File: config.mk
export PLATFORM = sky130hd
export DESIGN_NAME = aligned_shard_placer
export DESIGN_NICKNAME = d
export VERILOG_FILES = /design/src/sv/asp_pkg.sv /design/src/sv/asp_slice_unit.sv /design/src/sv/aligned_shard_placer.sv
export SDC_FILE = /design/constraint.sdc
export NUM_CORES = 1
export LEC_CHECK = 0
export BUFFER_PORTS_ARGS = -buffer_cell sky130_fd_sc_hd__buf_2
export CORE_MARGIN = 10
export CORE_UTILIZATION = 64
export CTS_CLUSTER_DIAMETER = 150
export DETAILED_ROUTE_END_ITERATION = 8
export GPL_TIMING_DRIVEN = 0
export PLACE_DENSITY = 0.92
export SLEW_MARGIN = 20
export SYNTH_ARGS = -nofsm -noshare
export SYNTH_HDL_FRONTEND = slang
export SYNTH_SLANG_ARGS = --single-unit
File: constraint.sdc
create_clock -name clk -period 23.7 [get_ports clk]
set_input_delay 3.555 -clock clk [delete_from_list [all_inputs] [get_ports clk]]
set_output_delay 3.555 -clock clk [all_outputs]
set_load 0.05 [all_outputs]
File: src/sv/asp_pkg.sv
// ----------------------------------------------------------------------------
// asp_pkg: shared types and constants of the aligned shard placer
// widths, status codes, register indexes and the step unit result bundle
// ----------------------------------------------------------------------------
`default_nettype none

package asp_pkg;

  // field widths
  localparam int BYTES_W = 32;
  localparam int ALIGN_W = 32;
  localparam int TAG_W   = 16;
  localparam int BUF_W   = 16;
  localparam int CAP_W   = 33;
  localparam int STAT_W  = 3;
  localparam int CFG_IDX_W  = 1;
  localparam int CFG_DATA_W = 33;

  // capacity limits and reset values
  localparam logic [CAP_W-1:0]   CAP_MIN          = 33'd134217728;
  localparam logic [CAP_W-1:0]   CAP_MAX          = 33'd4294967296;
  localparam logic [CAP_W-1:0]   CAP_RESET        = 33'd268435456;
  localparam logic [ALIGN_W-1:0] BASE_ALIGN_RESET = 32'd256;

  localparam int BUFFER_COUNT_LIMIT_DEF = 65536;

  // register indexes
  localparam logic [CFG_IDX_W-1:0] REG_BUFFER_CAPACITY = 1'b0;
  localparam logic [CFG_IDX_W-1:0] REG_BASE_ALIGNMENT  = 1'b1;

  // status codes
  localparam logic [STAT_W-1:0] ST_OK             = 3'd0;
  localparam logic [STAT_W-1:0] ST_ZERO_SIZE      = 3'd1;
  localparam logic [STAT_W-1:0] ST_BAD_ITEM_ALIGN = 3'd2;
  localparam logic [STAT_W-1:0] ST_BAD_BASE_ALIGN = 3'd3;
  localparam logic [STAT_W-1:0] ST_INDEX_OVERFLOW = 3'd4;
  localparam logic [STAT_W-1:0] ST_FAILED_EARLIER = 3'd5;

  // outputs of the shared align / slice unit
  typedef struct packed {
    logic [CAP_W:0]     aligned;     // rounded-up fill, one spare bit
    logic               at_cap;      // registered aligned fill reached capacity
    logic               take_all;    // rest of the request fits in the room
    logic [BYTES_W-1:0] len;         // slice length
    logic [CAP_W-1:0]   fill_after;  // fill after the slice
    logic [BYTES_W-1:0] rem_after;   // bytes still to place after the slice
  } asp_step_t;

endpackage

`default_nettype wire

File: src/sv/asp_slice_unit.sv
// ----------------------------------------------------------------------------
// asp_slice_unit: shared align and slice arithmetic
// rounds the fill up to the alignment and cuts one slice from the aligned fill
// ----------------------------------------------------------------------------
`default_nettype none

module asp_slice_unit (
  input  wire logic [asp_pkg::CAP_W-1:0]   fill,
  input  wire logic [asp_pkg::ALIGN_W-1:0] mask,
  input  wire logic [asp_pkg::CAP_W:0]     aligned_in,
  input  wire logic [asp_pkg::CAP_W-1:0]   capacity,
  input  wire logic [asp_pkg::BYTES_W-1:0] remaining,
  output asp_pkg::asp_step_t               step
);

  logic [asp_pkg::CAP_W:0]   mask_ext;
  logic [asp_pkg::CAP_W-1:0] room;
  logic [asp_pkg::CAP_W-1:0] rem_ext;

  assign mask_ext = {2'b00, mask};
  assign rem_ext  = {1'b0, remaining};

  // round up: (fill + mask) & ~mask
  assign step.aligned = ({1'b0, fill} + mask_ext) & ~mask_ext;

  assign step.at_cap = (aligned_in >= {1'b0, capacity});

  // room is only meaningful below capacity
  assign room          = capacity - aligned_in[asp_pkg::CAP_W-1:0];
  assign step.take_all = (rem_ext <= room);

  assign step.len = step.take_all ? remaining : room[asp_pkg::BYTES_W-1:0];
  assign step.fill_after = step.take_all ? (aligned_in[asp_pkg::CAP_W-1:0] + rem_ext)
                                         : capacity;
  assign step.rem_after = step.take_all ? '0
                                        : (remaining - room[asp_pkg::BYTES_W-1:0]);

endmodule

`default_nettype wire

File: src/sv/aligned_shard_placer.sv
// ----------------------------------------------------------------------------
// aligned_shard_placer: greedy placer of buffer requests into device buffers
// packs requests into fixed-capacity buffers, splitting them into slices
// ----------------------------------------------------------------------------
// usage
//   input channel (in_valid / in_stall): one transaction per request. the block
//   raises in_stall while it works on a request and takes the next one when
//   the sequencer is back in idle.
//   result channel (out_valid / out_stall): one transaction per slice, the
//   last one of a request flagged by out_last_slice. an error gives exactly one
//   result with a nonzero status.
//   config channel (cfg_valid / cfg_ready): index 0 is buffer capacity
//   (clamped to 2^27..2^32), index 1 is the base alignment. write only
//   while the block is idle.
// sequence
//   accept in idle, then per slice an align step and a cut step through the
//   shared align / slice unit; a buffer switch adds a step in the cut state.
//   a request error is reported from the align step, an index overflow from
//   the cut step, and every result is registered in the output register.
// stalls
//   results leave through one output register. a stalled result holds, and
//   the sequencer waits at the next slice until the register frees up.
// reset
//   synchronous active-low rst_n restores default capacity and alignment,
//   buffer index and fill zero, no failure, no result pending.
// ----------------------------------------------------------------------------
`default_nettype none

module aligned_shard_placer #(
  parameter int BUFFER_COUNT_LIMIT = asp_pkg::BUFFER_COUNT_LIMIT_DEF
) (
  input  wire logic                             clk,
  input  wire logic                             rst_n,
  // request channel
  input  wire logic                             in_valid,
  output logic                                  in_stall,
  input  wire logic [asp_pkg::BYTES_W-1:0]      in_request_bytes,
  input  wire logic [asp_pkg::ALIGN_W-1:0]      in_request_alignment,
  input  wire logic [asp_pkg::TAG_W-1:0]        in_item_tag,
  input  wire logic                             in_new_plan,
  // slice channel
  output logic                                  out_valid,
  input  wire logic                             out_stall,
  output logic [asp_pkg::STAT_W-1:0]            out_status,
  output logic [asp_pkg::TAG_W-1:0]             out_tag_out,
  output logic [asp_pkg::BUF_W-1:0]             out_buffer_number,
  output logic [asp_pkg::BYTES_W-1:0]           out_device_offset,
  output logic [asp_pkg::BYTES_W-1:0]           out_request_offset,
  output logic [asp_pkg::BYTES_W-1:0]           out_slice_bytes,
  output logic [asp_pkg::CAP_W-1:0]             out_fill_after,
  output logic                                  out_last_slice,
  // configuration write channel
  input  wire logic                             cfg_valid,
  output logic                                  cfg_ready,
  input  wire logic [asp_pkg::CFG_IDX_W-1:0]    cfg_index,
  input  wire logic [asp_pkg::CFG_DATA_W-1:0]   cfg_data
);

  // overflow bound on the next buffer index, one bit wider than the index
  localparam logic [asp_pkg::BUF_W:0] LIMIT_W = (asp_pkg::BUF_W+1)'(BUFFER_COUNT_LIMIT);

  typedef enum logic [1:0] {
    S_IDLE,
    S_ALIGN,
    S_SLICE
  } state_t;

  state_t state_r, state_nxt;

  // configuration
  logic [asp_pkg::CAP_W-1:0]   cap_r, cap_nxt;
  logic [asp_pkg::ALIGN_W-1:0] base_r, base_nxt;

  // plan state
  logic [asp_pkg::BUF_W-1:0]   buf_r, buf_nxt;
  logic [asp_pkg::CAP_W-1:0]   fill_r, fill_nxt;
  logic                        failed_r, failed_nxt;

  // current request
  logic [asp_pkg::STAT_W-1:0]  code_r, code_nxt;
  logic [asp_pkg::ALIGN_W-1:0] mask_r, mask_nxt;
  logic [asp_pkg::TAG_W-1:0]   tag_r, tag_nxt;
  logic [asp_pkg::BYTES_W-1:0] rem_r, rem_nxt;
  logic [asp_pkg::BYTES_W-1:0] logical_r, logical_nxt;
  logic [asp_pkg::CAP_W:0]     aligned_r, aligned_nxt;

  // output register
  logic                        ovalid_r, ovalid_nxt;
  logic [asp_pkg::STAT_W-1:0]  ostat_r, ostat_nxt;
  logic [asp_pkg::TAG_W-1:0]   otag_r, otag_nxt;
  logic [asp_pkg::BUF_W-1:0]   obuf_r, obuf_nxt;
  logic [asp_pkg::BYTES_W-1:0] odev_r, odev_nxt;
  logic [asp_pkg::BYTES_W-1:0] olog_r, olog_nxt;
  logic [asp_pkg::BYTES_W-1:0] olen_r, olen_nxt;
  logic [asp_pkg::CAP_W-1:0]   ofill_r, ofill_nxt;
  logic                        olast_r, olast_nxt;

  asp_pkg::asp_step_t step;

  logic                        in_take;
  logic                        out_free;
  logic                        base_pow2;
  logic                        item_pow2;
  logic                        failed_eff;
  logic [asp_pkg::ALIGN_W-1:0] eff_align;
  logic [asp_pkg::BUF_W:0]     next_idx;
  logic                        idx_overflow;

  // shared align / slice unit
  asp_slice_unit u_slice (
    .fill       (fill_r),
    .mask       (mask_r),
    .aligned_in (aligned_r),
    .capacity   (cap_r),
    .remaining  (rem_r),
    .step       (step)
  );

  assign in_stall  = (state_r != S_IDLE);
  assign in_take   = in_valid && !in_stall;
  assign cfg_ready = 1'b1;
  // output register empty, or its transaction completes this cycle
  assign out_free  = !ovalid_r || !out_stall;

  // checks done at accept time, after a possible new plan
  assign base_pow2  = (base_r != '0) && ((base_r & (base_r - 1'b1)) == '0);
  assign item_pow2  = (in_request_alignment != '0)
                      && ((in_request_alignment & (in_request_alignment - 1'b1)) == '0);
  assign failed_eff = failed_r && !in_new_plan;
  assign eff_align  = (base_r > in_request_alignment) ? base_r : in_request_alignment;

  assign next_idx     = {1'b0, buf_r} + {{asp_pkg::BUF_W{1'b0}}, 1'b1};
  assign idx_overflow = (next_idx >= LIMIT_W);

  always_comb begin
    state_nxt   = state_r;
    cap_nxt     = cap_r;
    base_nxt    = base_r;
    buf_nxt     = buf_r;
    fill_nxt    = fill_r;
    failed_nxt  = failed_r;
    code_nxt    = code_r;
    mask_nxt    = mask_r;
    tag_nxt     = tag_r;
    rem_nxt     = rem_r;
    logical_nxt = logical_r;
    aligned_nxt = aligned_r;

    // a completed result transaction empties the register
    ovalid_nxt = ovalid_r && out_stall;
    ostat_nxt  = ostat_r;
    otag_nxt   = otag_r;
    obuf_nxt   = obuf_r;
    odev_nxt   = odev_r;
    olog_nxt   = olog_r;
    olen_nxt   = olen_r;
    ofill_nxt  = ofill_r;
    olast_nxt  = olast_r;

    // register writes, capacity clamped into its legal range
    if (cfg_valid && cfg_ready) begin
      unique case (cfg_index)
        asp_pkg::REG_BUFFER_CAPACITY: begin
          priority if (cfg_data < asp_pkg::CAP_MIN) cap_nxt = asp_pkg::CAP_MIN;
          else if (cfg_data > asp_pkg::CAP_MAX)     cap_nxt = asp_pkg::CAP_MAX;
          else                                      cap_nxt = cfg_data;
        end
        asp_pkg::REG_BASE_ALIGNMENT: begin
          base_nxt = cfg_data[asp_pkg::ALIGN_W-1:0];
        end
        default: begin
        end
      endcase
    end

    unique case (state_r)
      S_IDLE: begin
        if (in_take) begin
          if (in_new_plan) begin
            buf_nxt  = '0;
            fill_nxt = '0;
          end
          failed_nxt  = failed_eff;
          tag_nxt     = in_item_tag;
          rem_nxt     = in_request_bytes;
          logical_nxt = '0;
          mask_nxt    = eff_align - 1'b1;
          priority if (failed_eff)           code_nxt = asp_pkg::ST_FAILED_EARLIER;
          else if (!base_pow2)               code_nxt = asp_pkg::ST_BAD_BASE_ALIGN;
          else if (in_request_bytes == '0)   code_nxt = asp_pkg::ST_ZERO_SIZE;
          else if (!item_pow2)               code_nxt = asp_pkg::ST_BAD_ITEM_ALIGN;
          else                               code_nxt = asp_pkg::ST_OK;
          state_nxt = S_ALIGN;
        end
      end

      S_ALIGN: begin
        if (code_r != asp_pkg::ST_OK) begin
          // single error result, plan fails
          if (out_free) begin
            ovalid_nxt = 1'b1;
            ostat_nxt  = code_r;
            otag_nxt   = tag_r;
            obuf_nxt   = buf_r;
            odev_nxt   = '0;
            olog_nxt   = '0;
            olen_nxt   = '0;
            ofill_nxt  = '0;
            olast_nxt  = 1'b1;
            failed_nxt = 1'b1;
            state_nxt  = S_IDLE;
          end
        end else begin
          aligned_nxt = step.aligned;
          state_nxt   = S_SLICE;
        end
      end

      S_SLICE: begin
        if (step.at_cap) begin
          if (idx_overflow) begin
            // slices already sent stand, index and fill stay
            if (out_free) begin
              ovalid_nxt = 1'b1;
              ostat_nxt  = asp_pkg::ST_INDEX_OVERFLOW;
              otag_nxt   = tag_r;
              obuf_nxt   = buf_r;
              odev_nxt   = '0;
              olog_nxt   = '0;
              olen_nxt   = '0;
              ofill_nxt  = '0;
              olast_nxt  = 1'b1;
              failed_nxt = 1'b1;
              state_nxt  = S_IDLE;
            end
          end else begin
            // fresh buffer: its aligned fill is zero, the cut follows in the slice state
            buf_nxt     = next_idx[asp_pkg::BUF_W-1:0];
            fill_nxt    = '0;
            aligned_nxt = '0;
          end
        end else if (out_free) begin
          ovalid_nxt  = 1'b1;
          ostat_nxt   = asp_pkg::ST_OK;
          otag_nxt    = tag_r;
          obuf_nxt    = buf_r;
          odev_nxt    = aligned_r[asp_pkg::BYTES_W-1:0];
          olog_nxt    = logical_r;
          olen_nxt    = step.len;
          ofill_nxt   = step.fill_after;
          olast_nxt   = step.take_all;
          fill_nxt    = step.fill_after;
          rem_nxt     = step.rem_after;
          logical_nxt = logical_r + step.len;
          state_nxt   = step.take_all ? S_IDLE : S_ALIGN;
        end
      end

      default: begin
        state_nxt = S_IDLE;
      end
    endcase
  end

  always_ff @(posedge clk) begin
    // payload, no reset needed
    code_r    <= code_nxt;
    mask_r    <= mask_nxt;
    tag_r     <= tag_nxt;
    rem_r     <= rem_nxt;
    logical_r <= logical_nxt;
    aligned_r <= aligned_nxt;
    ostat_r   <= ostat_nxt;
    otag_r    <= otag_nxt;
    obuf_r    <= obuf_nxt;
    odev_r    <= odev_nxt;
    olog_r    <= olog_nxt;
    olen_r    <= olen_nxt;
    ofill_r   <= ofill_nxt;
    olast_r   <= olast_nxt;
    if (!rst_n) begin
      state_r  <= S_IDLE;
      cap_r    <= asp_pkg::CAP_RESET;
      base_r   <= asp_pkg::BASE_ALIGN_RESET;
      buf_r    <= '0;
      fill_r   <= '0;
      failed_r <= 1'b0;
      ovalid_r <= 1'b0;
    end else begin
      state_r  <= state_nxt;
      cap_r    <= cap_nxt;
      base_r   <= base_nxt;
      buf_r    <= buf_nxt;
      fill_r   <= fill_nxt;
      failed_r <= failed_nxt;
      ovalid_r <= ovalid_nxt;
    end
  end

  assign out_valid          = ovalid_r;
  assign out_status         = ostat_r;
  assign out_tag_out        = otag_r;
  assign out_buffer_number  = obuf_r;
  assign out_device_offset  = odev_r;
  assign out_request_offset = olog_r;
  assign out_slice_bytes    = olen_r;
  assign out_fill_after     = ofill_r;
  assign out_last_slice     = olast_r;

  // an accepted request keeps the input side closed for the next cycle
  a_busy_after_accept: assert property (@(posedge clk) disable iff (!rst_n)
    in_take |=> in_stall)
    else $error("request channel open right after an accept");

  // an ok slice ends where its offset plus length says
  a_fill_consistent: assert property (@(posedge clk) disable iff (!rst_n)
    (ovalid_r && (ostat_r == asp_pkg::ST_OK))
      |-> (ofill_r == ({1'b0, odev_r} + {1'b0, olen_r})))
    else $error("slice fill does not match offset plus length");

  // an ok slice stays inside its buffer
  a_fill_in_cap: assert property (@(posedge clk) disable iff (!rst_n)
    (ovalid_r && (ostat_r == asp_pkg::ST_OK)) |-> (ofill_r <= cap_r))
    else $error("slice runs past buffer capacity");

  // an error result is final and carries no bytes
  a_error_shape: assert property (@(posedge clk) disable iff (!rst_n)
    (ovalid_r && (ostat_r != asp_pkg::ST_OK)) |-> (olast_r && (olen_r == '0)))
    else $error("error result not final or not empty");

  // any error result leaves the plan failed
  a_error_sticks: assert property (@(posedge clk) disable iff (!rst_n)
    (ovalid_nxt && !ovalid_r && (ostat_nxt != asp_pkg::ST_OK)) |=> failed_r)
    else $error("error did not mark the plan failed");

endmodule

`default_nettype wire

==> flow_summary.toml <==
[detailed_routing]
dr.pass1.iters = 7
ant_nets = 0
via_per_inst = 6.67
drt-initial-drc-count = 3577
wirelength_um = 108000
wl_per_cell_um = 25.3
wl_met2_um = 48600
top_layer_used = "met5"
drt-met1-wl_um = 39000
drcViolationCount = 0
wl_met3_um = 12500
num_vias = 28600

[cts]
ctsLongestPathBuffers = 3
ctsRootBufferMaster = "clkbuf_16"
clock_latency_ns = 0.63
ctsResizeCount = 0
cts_tree = "built"
htree_levels = 2
ctsHoldBuffers = 0
cts.reportedPaths.clkPinSlew_ns = 0.06
postCtsSetupRepairBufs = 0
clock-sinks = 432
cts_buffers = 47

[global_routing]
grt_pass1_vias = 27600
grt_max_degree = 53
antenna_found_initial = 3
grt_pass1_wl_um = 162000
gr-total-overflow = 0
grt_usage_pct = 37.3

[timing]
hold_viol = 0
slew_headroom_pct = 19.7
setup_tns_ns = 0
period_minus_slack_ns = 9.60
max_freq_mhz = 104
setup_ws_ns = 14.10
finalCritPeriodShare_pct = 40.5
rsz0062_at_grt = "false"
final-setup-viol-count = 0
finalMaxSlewViolations = 0
worst_slew_pin_slew_ns = 1.20
fin_skew_ns = 0.0238

[worst_setup_path]
critPathKind = "flop to flop"
worstPathRequired_ns = 24.02
rrSetupSlack_ns = 14.10
r2r-start = "cap_r[0]"
r2r.worst_path.cells = 30
rr_endpoint = "logical_r[31]"
cp_slowest_cell = "o21ai_1"
path_buf_inv = 3
crit_top_cell = "ha_1"
crit_path_start_kind = "flop"
slowest_delay_ns = 0.95
critPathTopFamily = "compound AO/OA/AOI/OAI gates"
crit_path_max_fanout = 10
end_kind = "flop"
critPathArrivalTime_ns = 9.92

[die]
dieArea_um2 = 55600
die_y_um = 236
fp.dieW_um = 236
fp-row-count = 78
pin_count = 288
start_util_pct = 65.2
coreArea_um2 = 45700

[final_layout]
nFillCells = 3440
diodes = 0
fin_cells = 4278
drive_gt1_share_pct = 13.1
area.growth.synth_to_final_pct = 13.8
fin_nets = 3997

[power_and_ir_drop]
vdd_drop_max_uv = 64.4
cellLeakagePower_nw = 14.2
p_per_area_nw_per_um2 = 74.0
finalPower_mw = 2.51

[hold_path]
hp-class = "flop to flop"
hold_depth = 0
min-delay-start = "tag_r[11]"
whs_endpoint = "out_tag_out[11]"

[logic_synthesis]
synth-main-ff-cell = "edfxtp_1"
synth_cells = 3291
synth_commonest_cells = "nand2_1 (319), edfxtp_1 (314), a21oi_1 (249), ha_1 (233), nor2_1 (215)"
synth-seq-cells = 432
yosys.cell_count.top_type = "nand2_1"
synth_area_um2 = 29800
synth_top_area_share_pct = 31.7
avgSynthCellArea_um2 = 9.05
synth_top_area_cell = "edfxtp_1"
synth_edf_count = 314
ys_types = 102
ys_top_cells_by_area = "edfxtp_1 (32%), ha_1 (9.8%), dfxtp_1 (7.9%), a21oi_1 (4.2%), nand2_1 (4.0%)"
async_flop_share_pct = 0
syn-num-nets = 3649
seq_area_frac_synth_pct = 39.6
yosys_warnings = 0

[outcome]
status = "finished, final reports clean"

[placed_design]
place.gp.congestion = 1.01
dp_slack_ns = 14.07
hpwl_um = 84400
port_buffers = 285
placed_cells = 4190

[flow_run]
drv_cap = 0
-- layout make-up --
class	instances	area, um^2	share of cell area [%]
clock buffer	67	1330	3.93
multi-input combinational	2509	16600	49.1
clock inverter	21	255	0.753
timing repair buffer	299	1700	5.01
tap	600	751	2.22
buffer	151	661	1.95
inverter	199	747	2.20
sequential	432	11800	34.8
-- worst max-delay path by stage --
stage | end | from | slack (ns) | cells past startpoint
floorplan | out_status[0] | out_stall | 12.70 | 4
global placement | out_status[0] | out_stall | 9.45 | 5
detailed placement | mask_r[30] | in_request_alignment[9] | 14.07 | 22
CTS | logical_r[31] | cap_r[9] | 14.46 | 30
global route | logical_r[31] | cap_r[0] | 13.73 | 30
finish | logical_r[31] | cap_r[0] | 14.10 | 30
-- sequential cells by signal (all words and copies together) (netlist names), 33 cells and up --
signal and flops:
aligned_r 34, cap_r 33, fill_r 33, out_fill_after 33
-- per-layer routing --
metal | global-route usage (%) | vias up
met5 | 0 | -
met2 | 59.5 | 1934
li1 | - | 12900
met1 | 44.7 | 13300
met3 | 8.50 | 420
met4 | 24.2 | 4
-- cells by family (layout without fill, tap and decap cells) --
family / after synthesis / after routing / synth area share (%)
simple gates: 1091 / 1091 / 18.0
compound gates: 987 / 987 / 21.7
flops: 432 / 432 / 39.6
buf+inv: 350 / 737 / 4.71
fa+ha+maj: 244 / 244 / 10.3
xor+xnor: 162 / 162 / 4.76
mux: 24 / 24 / 0.870
other cells: 1 / 1 / 0.0126
-- cells in the final DEF (no fill, tap or decap), drive strengths merged, types with 61 or more instances in the layout --
cell type,instances
a21o,108
xor2,61
a21oi,251
nor3,90
nand3,169
buf,348
xnor2,101
edfxtp,314
clkbuf,169
ha,233
inv,201
nor2,217
o21ai,241
nand2,320
dfxtp,118
-- stage by stage --
stage               utilization, %  hold WS [ns]  cell area [um^2]
floorplan                        -         0.400             29800
global placement              70.0         0.400             32000
detailed placement            70.7         0.405             32300
CTS                           74.2         0.414             33900
global route                  74.2         0.432             33900
finish                        74.2         0.415             33900
-- power breakdown --
part	switching (mW)	leakage, nW	total [mW]	internal, mW
sequential	0.0497	4.00	0.928	0.878
clock	0.322	0.779	0.770	0.448
combinational	0.544	9.44	0.809	0.265
total	0.915	14.2	2.51	1.59
(Power assumes the default switching activity.)
